--- src/rtl/pfpl_pkg.sv ---
`default_nettype none

package pfpl_pkg;

  // shifts and integral bounds
  localparam int GAIN_SHIFT   = 8;
  localparam int GUARD_SHIFT  = 4;
  localparam int INTEGRAL_MAX = 1048575;
  localparam int INTEGRAL_MIN = -1048576;
  localparam int GUARD        = 1 << GUARD_SHIFT;
  localparam int HALF_GUARD   = GUARD / 2;

  // field and datapath widths
  localparam int GAIN_W  = 15;
  localparam int LIMIT_W = 16;
  localparam int FLOW_W  = 16;
  localparam int OUT_W   = 15;
  localparam int ERR_W   = 17;
  localparam int DER_W   = 19;
  localparam int PD_W    = 18;
  localparam int FRAC_W  = 15;
  localparam int INT_W   = 32;
  localparam int ISUM_W  = 49;
  localparam int OPA_W   = 32;
  localparam int OPB_W   = 16;
  localparam int PROD_W  = 48;
  localparam int ACC_W   = 50;
  localparam int DRV_W   = 52;
  localparam int PC_W    = 5;

  // microprogram entry points
  localparam logic [PC_W-1:0] PC_GUARD  = 5'd8;
  localparam logic [PC_W-1:0] PC_INTEG  = 5'd9;
  localparam logic [PC_W-1:0] PC_PRESS  = 5'd12;
  localparam logic [PC_W-1:0] PC_FINISH = 5'd18;

  typedef struct packed {
    logic [GAIN_W-1:0]  prop_gain;
    logic [GAIN_W-1:0]  integ_gain;
    logic [GAIN_W-1:0]  deriv_gain;
    logic [GAIN_W-1:0]  press_prop_gain;
    logic [GAIN_W-1:0]  press_integ_gain;
    logic [GAIN_W-1:0]  press_deriv_gain;
    logic [LIMIT_W-1:0] pressure_limit;
    logic [GAIN_W-1:0]  max_flow;
  } cfg_t;

  typedef enum logic [1:0] {
    MODE_FLOW  = 2'd0,
    MODE_GUARD = 2'd1,
    MODE_PRESS = 2'd2
  } mode_t;

  typedef enum logic [3:0] {
    ALU_NOP,
    ALU_PREP1,
    ALU_PREP2,
    ALU_ACC_LD,
    ALU_ACC_ADD,
    ALU_DRV_INIT,
    ALU_DRV_ADD,
    ALU_INT_E,
    ALU_INT_SHR,
    ALU_INT_PROD,
    ALU_FINISH
  } alu_op_t;

  typedef enum logic [2:0] {
    A_E,
    A_D,
    A_PE,
    A_PD,
    A_INT
  } a_sel_t;

  typedef enum logic [2:0] {
    B_KP,
    B_KD,
    B_KPP,
    B_KPD,
    B_KI,
    B_PIG,
    B_FRAC
  } b_sel_t;

  typedef enum logic [2:0] {
    J_SEQ,
    J_GOTO,
    J_IF_M1,
    J_IF_M2,
    J_DONE
  } jmp_t;

  typedef struct packed {
    alu_op_t          alu;
    logic             mul_en;
    a_sel_t           a_sel;
    b_sel_t           b_sel;
    jmp_t             jmp;
    logic [PC_W-1:0]  target;
  } ucode_t;

  typedef struct packed {
    logic   load;
    logic   step_en;
    ucode_t cw;
  } dp_ctl_t;

  typedef struct packed {
    mode_t mode;
  } dp_stat_t;

  // control store: multiplier result lands one step after its mul_en step
  function automatic ucode_t ucode_rom(input logic [PC_W-1:0] addr);
    ucode_t w;
    w = '{alu: ALU_NOP, mul_en: 1'b0, a_sel: A_E, b_sel: B_KP, jmp: J_SEQ, target: '0};
    case (addr)
      5'd0: w.alu = ALU_PREP1;
      5'd1: w.alu = ALU_PREP2;
      5'd2: begin
        w.mul_en = 1'b1; w.a_sel = A_E; w.b_sel = B_KP;
      end
      5'd3: begin
        w.alu = ALU_ACC_LD; w.mul_en = 1'b1; w.a_sel = A_D; w.b_sel = B_KD;
      end
      5'd4: begin
        w.alu = ALU_ACC_ADD; w.mul_en = 1'b1; w.a_sel = A_E; w.b_sel = B_FRAC;
      end
      5'd5: begin
        w.alu = ALU_DRV_INIT; w.jmp = J_IF_M2; w.target = PC_PRESS;
      end
      5'd6: begin
        w.jmp = J_IF_M1; w.target = PC_GUARD;
      end
      5'd7: begin
        w.alu = ALU_INT_E; w.jmp = J_GOTO; w.target = PC_INTEG;
      end
      5'd8: w.alu = ALU_INT_SHR;
      5'd9: begin
        w.mul_en = 1'b1; w.a_sel = A_INT; w.b_sel = B_KI;
      end
      5'd10: w.alu = ALU_ACC_LD;
      5'd11: begin
        w.alu = ALU_DRV_ADD; w.jmp = J_GOTO; w.target = PC_FINISH;
      end
      5'd12: begin
        w.mul_en = 1'b1; w.a_sel = A_PE; w.b_sel = B_PIG;
      end
      5'd13: begin
        w.alu = ALU_INT_PROD; w.mul_en = 1'b1; w.a_sel = A_PE; w.b_sel = B_KPP;
      end
      5'd14: begin
        w.alu = ALU_ACC_LD; w.mul_en = 1'b1; w.a_sel = A_INT; w.b_sel = B_KI;
      end
      5'd15: begin
        w.alu = ALU_ACC_ADD; w.mul_en = 1'b1; w.a_sel = A_PD; w.b_sel = B_KPD;
      end
      5'd16: w.alu = ALU_ACC_ADD;
      5'd17: w.alu = ALU_DRV_ADD;
      5'd18: begin
        w.alu = ALU_FINISH; w.jmp = J_DONE;
      end
      default: w.jmp = J_GOTO;
    endcase
    return w;
  endfunction

endpackage

`default_nettype wire

--- src/rtl/pid_flow_pressure_limit.sv ---
`default_nettype none

// channel  direction  handshake                 payload
// in       slave      in_valid / in_stall       target_flow, measured_flow,
//                                               measured_pressure, clear_integral
// out      master     out_valid / out_stall     drive_flow, regulation_mode
// cfg      apb slave  psel penable pwrite pready 8 registers at 4*i, 32-bit data
//
// requests do not overlap: after the accept cycle, 12 microcode steps run in flow and
// guard-band modes and 13 in pressure mode, all on the one shared multiplier.
// in_stall stays high from accept until the last step retires.
// the last step waits while the previous result is still stalled at the output.
// synchronous active-low reset clears the loop state and restores register defaults.
module pid_flow_pressure_limit (
  input  wire logic        clk,
  input  wire logic        rst_n,
  input  wire logic        in_valid,
  output logic             in_stall,
  input  wire logic [15:0] in_target_flow,
  input  wire logic [15:0] in_measured_flow,
  input  wire logic [15:0] in_measured_pressure,
  input  wire logic        in_clear_integral,
  output logic             out_valid,
  input  wire logic        out_stall,
  output logic [14:0]      out_drive_flow,
  output logic [1:0]       out_regulation_mode,
  input  wire logic        psel,
  input  wire logic        penable,
  input  wire logic        pwrite,
  input  wire logic [4:0]  paddr,
  input  wire logic [31:0] pwdata,
  output logic [31:0]      prdata,
  output logic             pready
);

  typedef enum logic [2:0] {
    REG_PROP_GAIN,
    REG_INTEG_GAIN,
    REG_DERIV_GAIN,
    REG_PRESS_PROP_GAIN,
    REG_PRESS_INTEG_GAIN,
    REG_PRESS_DERIV_GAIN,
    REG_PRESSURE_LIMIT,
    REG_MAX_FLOW
  } reg_idx_t;

  pfpl_pkg::cfg_t     cfg_r;
  reg_idx_t           idx;
  logic               wr;
  pfpl_pkg::dp_ctl_t  ctl;
  pfpl_pkg::dp_stat_t stat;

  assign idx    = reg_idx_t'(paddr[4:2]);
  assign wr     = psel & penable & pwrite;
  assign pready = 1'b1;

  always_ff @(posedge clk) begin
    if (!rst_n) begin
      cfg_r.prop_gain        <= '0;
      cfg_r.integ_gain       <= '0;
      cfg_r.deriv_gain       <= '0;
      cfg_r.press_prop_gain  <= '0;
      cfg_r.press_integ_gain <= '0;
      cfg_r.press_deriv_gain <= '0;
      cfg_r.pressure_limit   <= '0;
      cfg_r.max_flow         <= '1;
    end else if (wr) begin
      unique case (idx)
        REG_PROP_GAIN:        cfg_r.prop_gain        <= pwdata[14:0];
        REG_INTEG_GAIN:       cfg_r.integ_gain       <= pwdata[14:0];
        REG_DERIV_GAIN:       cfg_r.deriv_gain       <= pwdata[14:0];
        REG_PRESS_PROP_GAIN:  cfg_r.press_prop_gain  <= pwdata[14:0];
        REG_PRESS_INTEG_GAIN: cfg_r.press_integ_gain <= pwdata[14:0];
        REG_PRESS_DERIV_GAIN: cfg_r.press_deriv_gain <= pwdata[14:0];
        REG_PRESSURE_LIMIT:   cfg_r.pressure_limit   <= pwdata[15:0];
        REG_MAX_FLOW:         cfg_r.max_flow         <= pwdata[14:0];
        default: ;
      endcase
    end
  end

  always_comb begin
    unique case (idx)
      REG_PROP_GAIN:        prdata = {17'b0, cfg_r.prop_gain};
      REG_INTEG_GAIN:       prdata = {17'b0, cfg_r.integ_gain};
      REG_DERIV_GAIN:       prdata = {17'b0, cfg_r.deriv_gain};
      REG_PRESS_PROP_GAIN:  prdata = {17'b0, cfg_r.press_prop_gain};
      REG_PRESS_INTEG_GAIN: prdata = {17'b0, cfg_r.press_integ_gain};
      REG_PRESS_DERIV_GAIN: prdata = {17'b0, cfg_r.press_deriv_gain};
      REG_PRESSURE_LIMIT:   prdata = {16'b0, cfg_r.pressure_limit};
      REG_MAX_FLOW:         prdata = {17'b0, cfg_r.max_flow};
      default:              prdata = '0;
    endcase
  end

  pfpl_seq u_seq (
    .clk       (clk),
    .rst_n     (rst_n),
    .in_valid  (in_valid),
    .in_stall  (in_stall),
    .out_valid (out_valid),
    .out_stall (out_stall),
    .stat      (stat),
    .ctl       (ctl)
  );

  pfpl_datapath u_dp (
    .clk               (clk),
    .rst_n             (rst_n),
    .ctl               (ctl),
    .cfg               (cfg_r),
    .target_flow       (in_target_flow),
    .measured_flow     (in_measured_flow),
    .measured_pressure (in_measured_pressure),
    .clear_integral    (in_clear_integral),
    .stat              (stat),
    .drive_flow        (out_drive_flow),
    .regulation_mode   (out_regulation_mode)
  );

endmodule

`default_nettype wire

--- src/rtl/pfpl_seq.sv ---
`default_nettype none

module pfpl_seq (
  input  wire logic              clk,
  input  wire logic              rst_n,
  input  wire logic              in_valid,
  output logic                   in_stall,
  output logic                   out_valid,
  input  wire logic              out_stall,
  input  wire pfpl_pkg::dp_stat_t stat,
  output pfpl_pkg::dp_ctl_t      ctl
);

  logic [pfpl_pkg::PC_W-1:0] pc_r, pc_nxt, pc_inc;
  logic                      busy_r;
  logic                      out_valid_r;
  pfpl_pkg::ucode_t          cw;
  logic                      accept;
  logic                      done;
  logic                      hold;
  logic                      step_en;

  assign cw      = pfpl_pkg::ucode_rom(pc_r);
  assign accept  = in_valid & ~busy_r;
  assign done    = (cw.jmp == pfpl_pkg::J_DONE);
  // last step waits while the previous result is still unclaimed
  assign hold    = done & out_valid_r & out_stall;
  assign step_en = busy_r & ~hold;
  assign pc_inc  = pc_r + pfpl_pkg::PC_W'(1);

  always_comb begin
    unique case (cw.jmp)
      pfpl_pkg::J_GOTO:  pc_nxt = cw.target;
      pfpl_pkg::J_IF_M1: pc_nxt = (stat.mode == pfpl_pkg::MODE_GUARD) ? cw.target : pc_inc;
      pfpl_pkg::J_IF_M2: pc_nxt = (stat.mode == pfpl_pkg::MODE_PRESS) ? cw.target : pc_inc;
      pfpl_pkg::J_DONE:  pc_nxt = pc_r;
      default:           pc_nxt = pc_inc;
    endcase
  end

  always_ff @(posedge clk) begin
    if (!rst_n) begin
      pc_r        <= '0;
      busy_r      <= 1'b0;
      out_valid_r <= 1'b0;
    end else begin
      if (accept) begin
        busy_r <= 1'b1;
        pc_r   <= '0;
      end else if (step_en) begin
        pc_r <= pc_nxt;
        if (done) begin
          busy_r <= 1'b0;
        end
      end
      if (step_en && done) begin
        out_valid_r <= 1'b1;
      end else if (!out_stall) begin
        out_valid_r <= 1'b0;
      end
    end
  end

  assign in_stall    = busy_r;
  assign out_valid   = out_valid_r;
  assign ctl.load    = accept;
  assign ctl.step_en = step_en;
  assign ctl.cw      = cw;

endmodule

`default_nettype wire

--- src/rtl/pfpl_datapath.sv ---
`default_nettype none

module pfpl_datapath (
  input  wire logic                          clk,
  input  wire logic                          rst_n,
  input  wire pfpl_pkg::dp_ctl_t             ctl,
  input  wire pfpl_pkg::cfg_t                cfg,
  input  wire logic [pfpl_pkg::FLOW_W-1:0]   target_flow,
  input  wire logic [pfpl_pkg::FLOW_W-1:0]   measured_flow,
  input  wire logic [pfpl_pkg::LIMIT_W-1:0]  measured_pressure,
  input  wire logic                          clear_integral,
  output pfpl_pkg::dp_stat_t                 stat,
  output logic [pfpl_pkg::OUT_W-1:0]         drive_flow,
  output logic [1:0]                         regulation_mode
);

  localparam int ERR_W  = pfpl_pkg::ERR_W;
  localparam int PD_W   = pfpl_pkg::PD_W;
  localparam int DER_W  = pfpl_pkg::DER_W;
  localparam int ISUM_W = pfpl_pkg::ISUM_W;
  localparam int ACC_W  = pfpl_pkg::ACC_W;
  localparam int DRV_W  = pfpl_pkg::DRV_W;
  localparam int INT_W  = pfpl_pkg::INT_W;

  localparam logic signed [ERR_W-1:0]  GUARD_V = ERR_W'(pfpl_pkg::GUARD);
  localparam logic signed [PD_W-1:0]   HALF_V  = PD_W'(pfpl_pkg::HALF_GUARD);
  localparam logic signed [ISUM_W-1:0] IMAX    = ISUM_W'(pfpl_pkg::INTEGRAL_MAX);
  localparam logic signed [ISUM_W-1:0] IMIN    = ISUM_W'(pfpl_pkg::INTEGRAL_MIN);

  // latched request
  logic [pfpl_pkg::FLOW_W-1:0]  tgt_r, mflow_r;
  logic [pfpl_pkg::LIMIT_W-1:0] press_r;
  logic                         clr_r;

  // working registers
  logic signed [ERR_W-1:0]              e_r, pe_r;
  logic signed [DER_W-1:0]              d_r;
  logic signed [PD_W-1:0]               pd_r;
  logic [pfpl_pkg::FRAC_W-1:0]          frac_r;
  pfpl_pkg::mode_t                      mode_r;
  logic signed [pfpl_pkg::PROD_W-1:0]   prod_r;
  logic signed [ACC_W-1:0]              acc_r;
  logic signed [DRV_W-1:0]              drv_r;

  // loop state
  logic signed [ERR_W-1:0] last_e_r, older_e_r, last_pe_r;
  logic signed [INT_W-1:0] integ_r;

  logic [pfpl_pkg::OUT_W-1:0] out_drive_r;
  pfpl_pkg::mode_t            out_mode_r;

  logic signed [pfpl_pkg::OPA_W-1:0]  a_w;
  logic signed [pfpl_pkg::OPB_W-1:0]  b_w;
  logic signed [pfpl_pkg::PROD_W-1:0] prod_w;
  logic signed [ERR_W-1:0]            e_w, pe_w;
  logic signed [DER_W-1:0]            d_w;
  logic signed [PD_W-1:0]             pd_w, frac_w;
  pfpl_pkg::mode_t                    mode_w;
  logic signed [ISUM_W-1:0]           iadd_w, isum_w;
  logic signed [INT_W-1:0]            iclamp_w;
  logic signed [DRV_W-1:0]            acc_shr_w;
  logic signed [DRV_W-1:0]            max_w;
  logic [pfpl_pkg::OUT_W-1:0]         drive_w;

  always_comb begin
    unique case (ctl.cw.a_sel)
      pfpl_pkg::A_E:   a_w = pfpl_pkg::OPA_W'(e_r);
      pfpl_pkg::A_D:   a_w = pfpl_pkg::OPA_W'(d_r);
      pfpl_pkg::A_PE:  a_w = pfpl_pkg::OPA_W'(pe_r);
      pfpl_pkg::A_PD:  a_w = pfpl_pkg::OPA_W'(pd_r);
      pfpl_pkg::A_INT: a_w = integ_r;
      default:         a_w = '0;
    endcase
    unique case (ctl.cw.b_sel)
      pfpl_pkg::B_KP:   b_w = {1'b0, cfg.prop_gain};
      pfpl_pkg::B_KD:   b_w = {1'b0, cfg.deriv_gain};
      pfpl_pkg::B_KPP:  b_w = {1'b0, cfg.press_prop_gain};
      pfpl_pkg::B_KPD:  b_w = {1'b0, cfg.press_deriv_gain};
      pfpl_pkg::B_KI:   b_w = {1'b0, cfg.integ_gain};
      pfpl_pkg::B_PIG:  b_w = {1'b0, cfg.press_integ_gain};
      pfpl_pkg::B_FRAC: b_w = {1'b0, frac_r};
      default:          b_w = '0;
    endcase
  end

  assign prod_w = a_w * b_w;

  assign e_w  = $signed({1'b0, tgt_r}) - $signed({1'b0, mflow_r});
  assign pe_w = $signed({1'b0, cfg.pressure_limit}) - $signed({1'b0, press_r});
  // two-step smoothed derivative
  assign d_w  = (DER_W'(e_r) - DER_W'(last_e_r)) + (DER_W'(e_r) - DER_W'(older_e_r));
  assign pd_w = PD_W'(pe_r) - PD_W'(last_pe_r);
  assign frac_w = PD_W'(pe_r) - HALF_V;

  always_comb begin
    if (pe_r >= GUARD_V) begin
      mode_w = pfpl_pkg::MODE_FLOW;
    end else if (pe_r > $signed(ERR_W'(0))) begin
      mode_w = pfpl_pkg::MODE_GUARD;
    end else begin
      mode_w = pfpl_pkg::MODE_PRESS;
    end
  end

  always_comb begin
    unique case (ctl.cw.alu)
      pfpl_pkg::ALU_INT_SHR:  iadd_w = ISUM_W'(prod_r >>> pfpl_pkg::GUARD_SHIFT);
      pfpl_pkg::ALU_INT_PROD: iadd_w = ISUM_W'(prod_r);
      default:                iadd_w = ISUM_W'(e_r);
    endcase
  end

  assign isum_w = ISUM_W'(integ_r) + iadd_w;

  always_comb begin
    if (isum_w > IMAX) begin
      iclamp_w = INT_W'(IMAX);
    end else if (isum_w < IMIN) begin
      iclamp_w = INT_W'(IMIN);
    end else begin
      iclamp_w = INT_W'(isum_w);
    end
  end

  assign acc_shr_w = DRV_W'(acc_r >>> pfpl_pkg::GAIN_SHIFT);
  assign max_w     = $signed(DRV_W'({1'b0, cfg.max_flow}));

  always_comb begin
    if (drv_r[DRV_W-1]) begin
      drive_w = '0;
    end else if (drv_r > max_w) begin
      drive_w = cfg.max_flow;
    end else begin
      drive_w = drv_r[pfpl_pkg::OUT_W-1:0];
    end
  end

  always_ff @(posedge clk) begin
    if (ctl.load) begin
      tgt_r   <= target_flow;
      mflow_r <= measured_flow;
      press_r <= measured_pressure;
      clr_r   <= clear_integral;
    end
    if (ctl.step_en && ctl.cw.mul_en) begin
      prod_r <= prod_w;
    end
    if (ctl.step_en) begin
      unique case (ctl.cw.alu)
        pfpl_pkg::ALU_PREP1: begin
          e_r  <= e_w;
          pe_r <= pe_w;
        end
        pfpl_pkg::ALU_PREP2: begin
          d_r    <= d_w;
          pd_r   <= pd_w;
          mode_r <= mode_w;
          frac_r <= frac_w[PD_W-1] ? '0 : frac_w[pfpl_pkg::FRAC_W-1:0];
        end
        pfpl_pkg::ALU_ACC_LD:   acc_r <= ACC_W'(prod_r);
        pfpl_pkg::ALU_ACC_ADD:  acc_r <= acc_r + ACC_W'(prod_r);
        pfpl_pkg::ALU_DRV_INIT: drv_r <= $signed(DRV_W'({1'b0, tgt_r})) + acc_shr_w;
        pfpl_pkg::ALU_DRV_ADD:  drv_r <= drv_r + acc_shr_w;
        pfpl_pkg::ALU_FINISH: begin
          out_drive_r <= drive_w;
          out_mode_r  <= mode_r;
        end
        default: ;
      endcase
    end
  end

  always_ff @(posedge clk) begin
    if (!rst_n) begin
      last_e_r  <= '0;
      older_e_r <= '0;
      last_pe_r <= '0;
      integ_r   <= '0;
    end else if (ctl.step_en) begin
      unique case (ctl.cw.alu) inside
        pfpl_pkg::ALU_INT_E, pfpl_pkg::ALU_INT_SHR, pfpl_pkg::ALU_INT_PROD: begin
          integ_r <= iclamp_w;
        end
        pfpl_pkg::ALU_FINISH: begin
          older_e_r <= last_e_r;
          last_e_r  <= e_r;
          last_pe_r <= pe_r;
          if (clr_r) begin
            integ_r <= '0;
          end
        end
        default: ;
      endcase
    end
  end

  assign stat.mode       = mode_r;
  assign drive_flow      = out_drive_r;
  assign regulation_mode = out_mode_r;

endmodule

`default_nettype wire

--- config.mk ---
export PLATFORM = sky130hd
export DESIGN_NAME = pid_flow_pressure_limit
export DESIGN_NICKNAME = d
export VERILOG_FILES = /design/src/rtl/pfpl_pkg.sv /design/src/rtl/pid_flow_pressure_limit.sv /design/src/rtl/pfpl_seq.sv /design/src/rtl/pfpl_datapath.sv
export SDC_FILE = /design/constraint.sdc
export NUM_CORES = 2
export LEC_CHECK = 0
export BUFFER_PORTS_ARGS = -buffer_cell sky130_fd_sc_hd__buf_2
export CAP_MARGIN = 25
export CORE_MARGIN = 4
export CORE_UTILIZATION = 57
export DETAILED_ROUTE_END_ITERATION = 7
export PLACE_DENSITY = 0.7
export SYNTH_ARGS = -nofsm -noshare
export SYNTH_HDL_FRONTEND = slang
export SYNTH_HIERARCHICAL = 1
export SYNTH_SLANG_ARGS = --single-unit
export TNS_END_PERCENT = 5
--- constraint.sdc ---
create_clock -name clk -period 10.6 [get_ports clk]
set_clock_uncertainty 0.2 [all_clocks]
set_input_delay 2.12 -clock clk [delete_from_list [all_inputs] [get_ports clk]]
set_output_delay 2.12 -clock clk [all_outputs]
set_load 0.05 [all_outputs]
; Word level (Yosys, flattened, before mapping)
; Cells that the tools add are included.
[word_totals]
regBits = 515
latch_bits = 0
ram_bits = 0
romBits = 0
out_inout_bits = 52
wordCells = 169
n_memories = 0
[op_classes]
n_addsub = 12
multipliers = 1
div = 0
n_lt_le_gt_ge = 5
eq_ne = 53
n_shift = 0
muxes = 24
bitwise_logic = 10
n_reduce_logical = 34
[ops]
columns = cell, n
row1 = $pmux 32 s8, 1
row2 = $pmux 32 s5, 1
row3 = $pmux 15 s7, 1
row4 = $pmux 52 s2, 1
row5 = $pmux 50 s2, 1
row6 = $pmux 49 s2, 1
row7 = $mux 32, 3
row8 = $pmux 32 s2, 1
row9 = $sub 17x17->18, 3
row10 = $add 52x42->52, 1
row11 = $gt 52x16->1, 1
row12 = $add 50x48->50, 1
row13 = $add 32x49->49, 1
row14 = $gt 49x21->1 const B, 1
row15 = $lt 49x21->1 const B, 1
row16 = $pmux 7 s7, 1
row17 = $mul 32x16->48, 1
row18 = $add 17x42->43, 1
row19 = $eq 5x4->1 const B, 8
row20 = $pmux 4 s10, 1
row21 = $pmux 5 s4, 2
row22 = $sub 16x16->17, 2
row23 = $reduce_and 2->1, 15
row24 = $eq 3x3->1 const B, 9
row25 = other kinds (33), 80

; Logic depth before layout (Yosys ltp)
[depth]
ltp_word = 10
ltp_mapped = 41

; Hierarchy
; The synthesis kept the hierarchy.
[by_module_without_submodules]
columns = mod, instances, cells_per_inst, area_per_inst_um2, seq_area_each_um2
row1 = pfpl_datapath, 1, 5213, 45915.3, 10790.3
row2 = pid_flow_pressure_limit, 1, 711, 5828.1, 2422.3
row3 = pfpl_seq, 1, 138, 1059.8, 140.1

; Worst setup path after synthesis
; No wires, ideal clock.
[synth_timing]
kind = register to register
from = register u_seq/pc_r[0] (netlist bit)
to = register u_dp/prod_r[44] (netlist bit) (data pin)
arrival_ps = 8918
slack_ps = 1223
stages_incl_launch_ff = 37
n_path_buf = 4
period_less_slack_ps = 9377
cell_sequence = dfxtp_1 > ha_1 > clkbuf_2 > inv_1 > nor2_1 > ha_1 > a21o_1 > a21o_1 > clkbuf_1 > clkbuf_1 > mux4_2 > mux2i_1 > clkbuf_1 > nor2_1 > fa_1 > inv_1 > fa_1 > fa_1 > fa_1 > inv_1 > fa_1 > inv_1 > fa_1 > inv_1 > ha_1 > o21a_1 > o21ai_0 > a22o_1 > a31oi_1 > a21oi_1 > o21ai_0 > a21oi_1 > a41oi_1 > nand2_1 > o21ai_0 > a21oi_1 > xnor2_1
[synth_rtl]
columns = item, line_no
row1 = "start, declared", pfpl_seq.sv:14  ; logic [pfpl_pkg::PC_W-1:0] pc_r, pc_nxt, pc_inc;
row2 = "start signal, assigned", pfpl_seq.sv:51  ; pc_r <= pc_nxt;
row3 = "end signal, assigned", pfpl_datapath.sv:146  ; prod_r <= prod_w;
row4 = "end, declared", pfpl_datapath.sv:41  ; logic signed [pfpl_pkg::PROD_W-1:0] prod_r;

==> results.json <==
{
  "status": "complete, no violations",
  "postCtsHoldBufs": 0,
  "nets": 7006,
  "hold_viol_final": 0,
  "cp-end-kind": "register",
  "track_usage_pct": 31.2,
  "top_level_ports": 145,
  "criticalPathCategory": "reg -> reg",
  "syn_avg_cell_area_um2": 8.71,
  "tightest_slew_ns": 1.16,
  "antenna_found_initial": 1,
  "hold_path.class": "reg -> reg",
  "maxClockFrequency_mhz": 98.9,
  "syn2layout_area_growth_pct": 7.52,
  "syn_area_um2": 52800,
  "gp_congestion": 0.955,
  "swShare_pct": 30.8,
  "fillers": 7897,
  "wire_per_inst_um": 20.9,
  "maxCapViolations": 0,
  "crit_path_max_fanout": 19,
  "post-place-ws_ns": 0.503,
  "port_buffers": 109,
  "clock_latency_ns": 0.69,
  "die_w_um": 312,
  "drt_iter0_drc": 4383,
  "final_area_um2": 56700,
  "seqPwrFrac_pct": 40.8,
  "cts_tree": "yes",
  "antenna_left": 0,
  "fp-row-count": 111,
  "clock-sinks": 515,
  "die_area_um2": 97500,
  "max_stage_delay_ns": 0.69,
  "grt_pass1_wl_um": 241000,
  "grt_pass1_vias": 43034,
  "vias": 43873,
  "viasPerCell": 5.96,
  "internal_power_mw": 3.83,
  "syn-instance-count": 6058,
  "crit_path_start_kind": "register",
  "place_hpwl_um": 120000,
  "final_common_cell": "nand2_1",
  "worstPathArrival_ns": 10.34,
  "htree_num_levels": 2,
  "pwr-share-clk_pct": 38.8,
  "finalNonFillerCells": 7363,
  "core_area_um2": 91800,
  "yosys_warnings": 6,
  "slew_headroom_pct": 22.4,
  "slowest_stage": "dfxtp_1",
  "fin_crit_ns": 10.11,
  "gr-total-overflow": 0,
  "first_pass_iters": 6,
  "grt_max_degree": 98,
  "die_y_um": 312,
  "comb_power_share_pct": 20.4,
  "placed_area_um2": 54600,
  "rsz0062_at_grt": "yes",
  "period_share_pct": 95.4,
  "clk_path_buf_depth": 3,
  "drive_gt1_share_pct": 7.34,
  "mostFrequentLayoutCells": "nand2_1, inv_1, nor2_1",
  "p_sw_mw": 1.70,
  "cts_made_buffers": 61,
  "p_per_area_nw_per_um2": 97.4,
  "crit_top_cell": "fa_1",
  "post-route-drc-count": 0,
  "peakVddDrop_uv": 135,
  "place_inst": 7244,
  "routed_wl_um": 154000,
  "start_util_pct": 57.5,
  "clock_tree.root_cell": "clkbuf_16",
  "cp.required_ns": 10.83,
  "setup-violations-final": 0,
  "p_leak_nw": 24.6,
  "setup_slack_ns": 0.486,
  "report.final.slew_viol_count": 0,
  "clkSlewWorstSetupHoldPaths_ns": 0.07
}
registers in the layout, indices dropped and copies added (netlist names), 18 cells and up:
signal and count:
cfg_r 121, u_dp/drv_r 52, u_dp/acc_r 50, u_dp/prod_r 48, u_dp/integ_r 32, u_dp/d_r 19
u_dp/pd_r 18
metrics by stage:
step | setup TNS, ns | util [%] | power, mW | hold slack (ns)
CTS | 0 | 61.7 | 5.54 | 0.215
global placement | 0 | 59.5 | 3.37 | 0.242
detailed placement | 0 | 59.5 | 3.39 | 0.247
finish | 0 | 61.8 | 5.53 | 0.237
global route | -0.0419 | 61.8 | 5.77 | 0.256
floorplan | 0 | - | 3.08 | 0.236
path summary, 6_finish.rpt:
path / cells past startpoint / slack [ns] / startpoint / endpoint
worst max register to register: 32 / 0.49 / u_seq/pc_r[4] / u_dp/prod_r[44]
worst min-delay path: 2 / 0.24 / u_dp/last_e_r[14] / u_dp/older_e_r[14]
worst min register to register: 2 / 0.24 / u_dp/last_e_r[14] / u_dp/older_e_r[14]
worst max-delay path: 32 / 0.49 / u_seq/pc_r[4] / u_dp/prod_r[44]
metal layers:
metal	wire [µm]	global-route usage (%)	vias to the layer above
met4	5330	9.84	0
met3	14900	6.19	259
met1	66800	44.2	21287
met2	66900	48.4	1835
li1	-	-	20492
met5	0	0	-
power groups by stage:
| stage | registers (mW) | clock network (mW) | logic [mW] |
|---|---|---|---|
| detailed placement | 2.29 | 0 | 1.10 |
| floorplan | 2.26 | 0 | 0.815 |
| global placement | 2.29 | 0 | 1.08 |
| global route | 2.26 | 2.27 | 1.24 |
| finish | 2.25 | 2.15 | 1.13 |
| CTS | 2.25 | 2.18 | 1.11 |
what timing repair did:
action	CTS	global route
endpoints found under the setup margin	0	8
setup buffers	0	0
endpoints found under the hold margin	0	0
gates resized for setup	0	9
cell type report:
| cell class | instances | area [µm²] | area share, % |
|---|---|---|---|
| Timing Repair Buffer | 218 | 1380 | 2.43 |
| Tap cell | 1243 | 1560 | 2.74 |
| Inverter | 723 | 2720 | 4.80 |
| Sequential cell | 515 | 13400 | 23.5 |
| Multi-Input combinational cell | 4547 | 35700 | 62.9 |
| Clock inverter | 24 | 224 | 0.395 |
| Clock buffer | 92 | 1830 | 3.22 |
| Antenna cell | 1 | 2.50 | 0.00441 |
worst max-delay path: cells and delay by family, from the launching register on:
family	cells	cell delay, ns
adders and majority gates	8	3.72
AOI/OAI and AO/OA	13	3.49
DFF	1	0.69
and+or+nand+nor	4	0.58
xor gates and xnor gates	1	0.13
buffers and inverters	6	1.02
(Power assumes the default switching activity.)
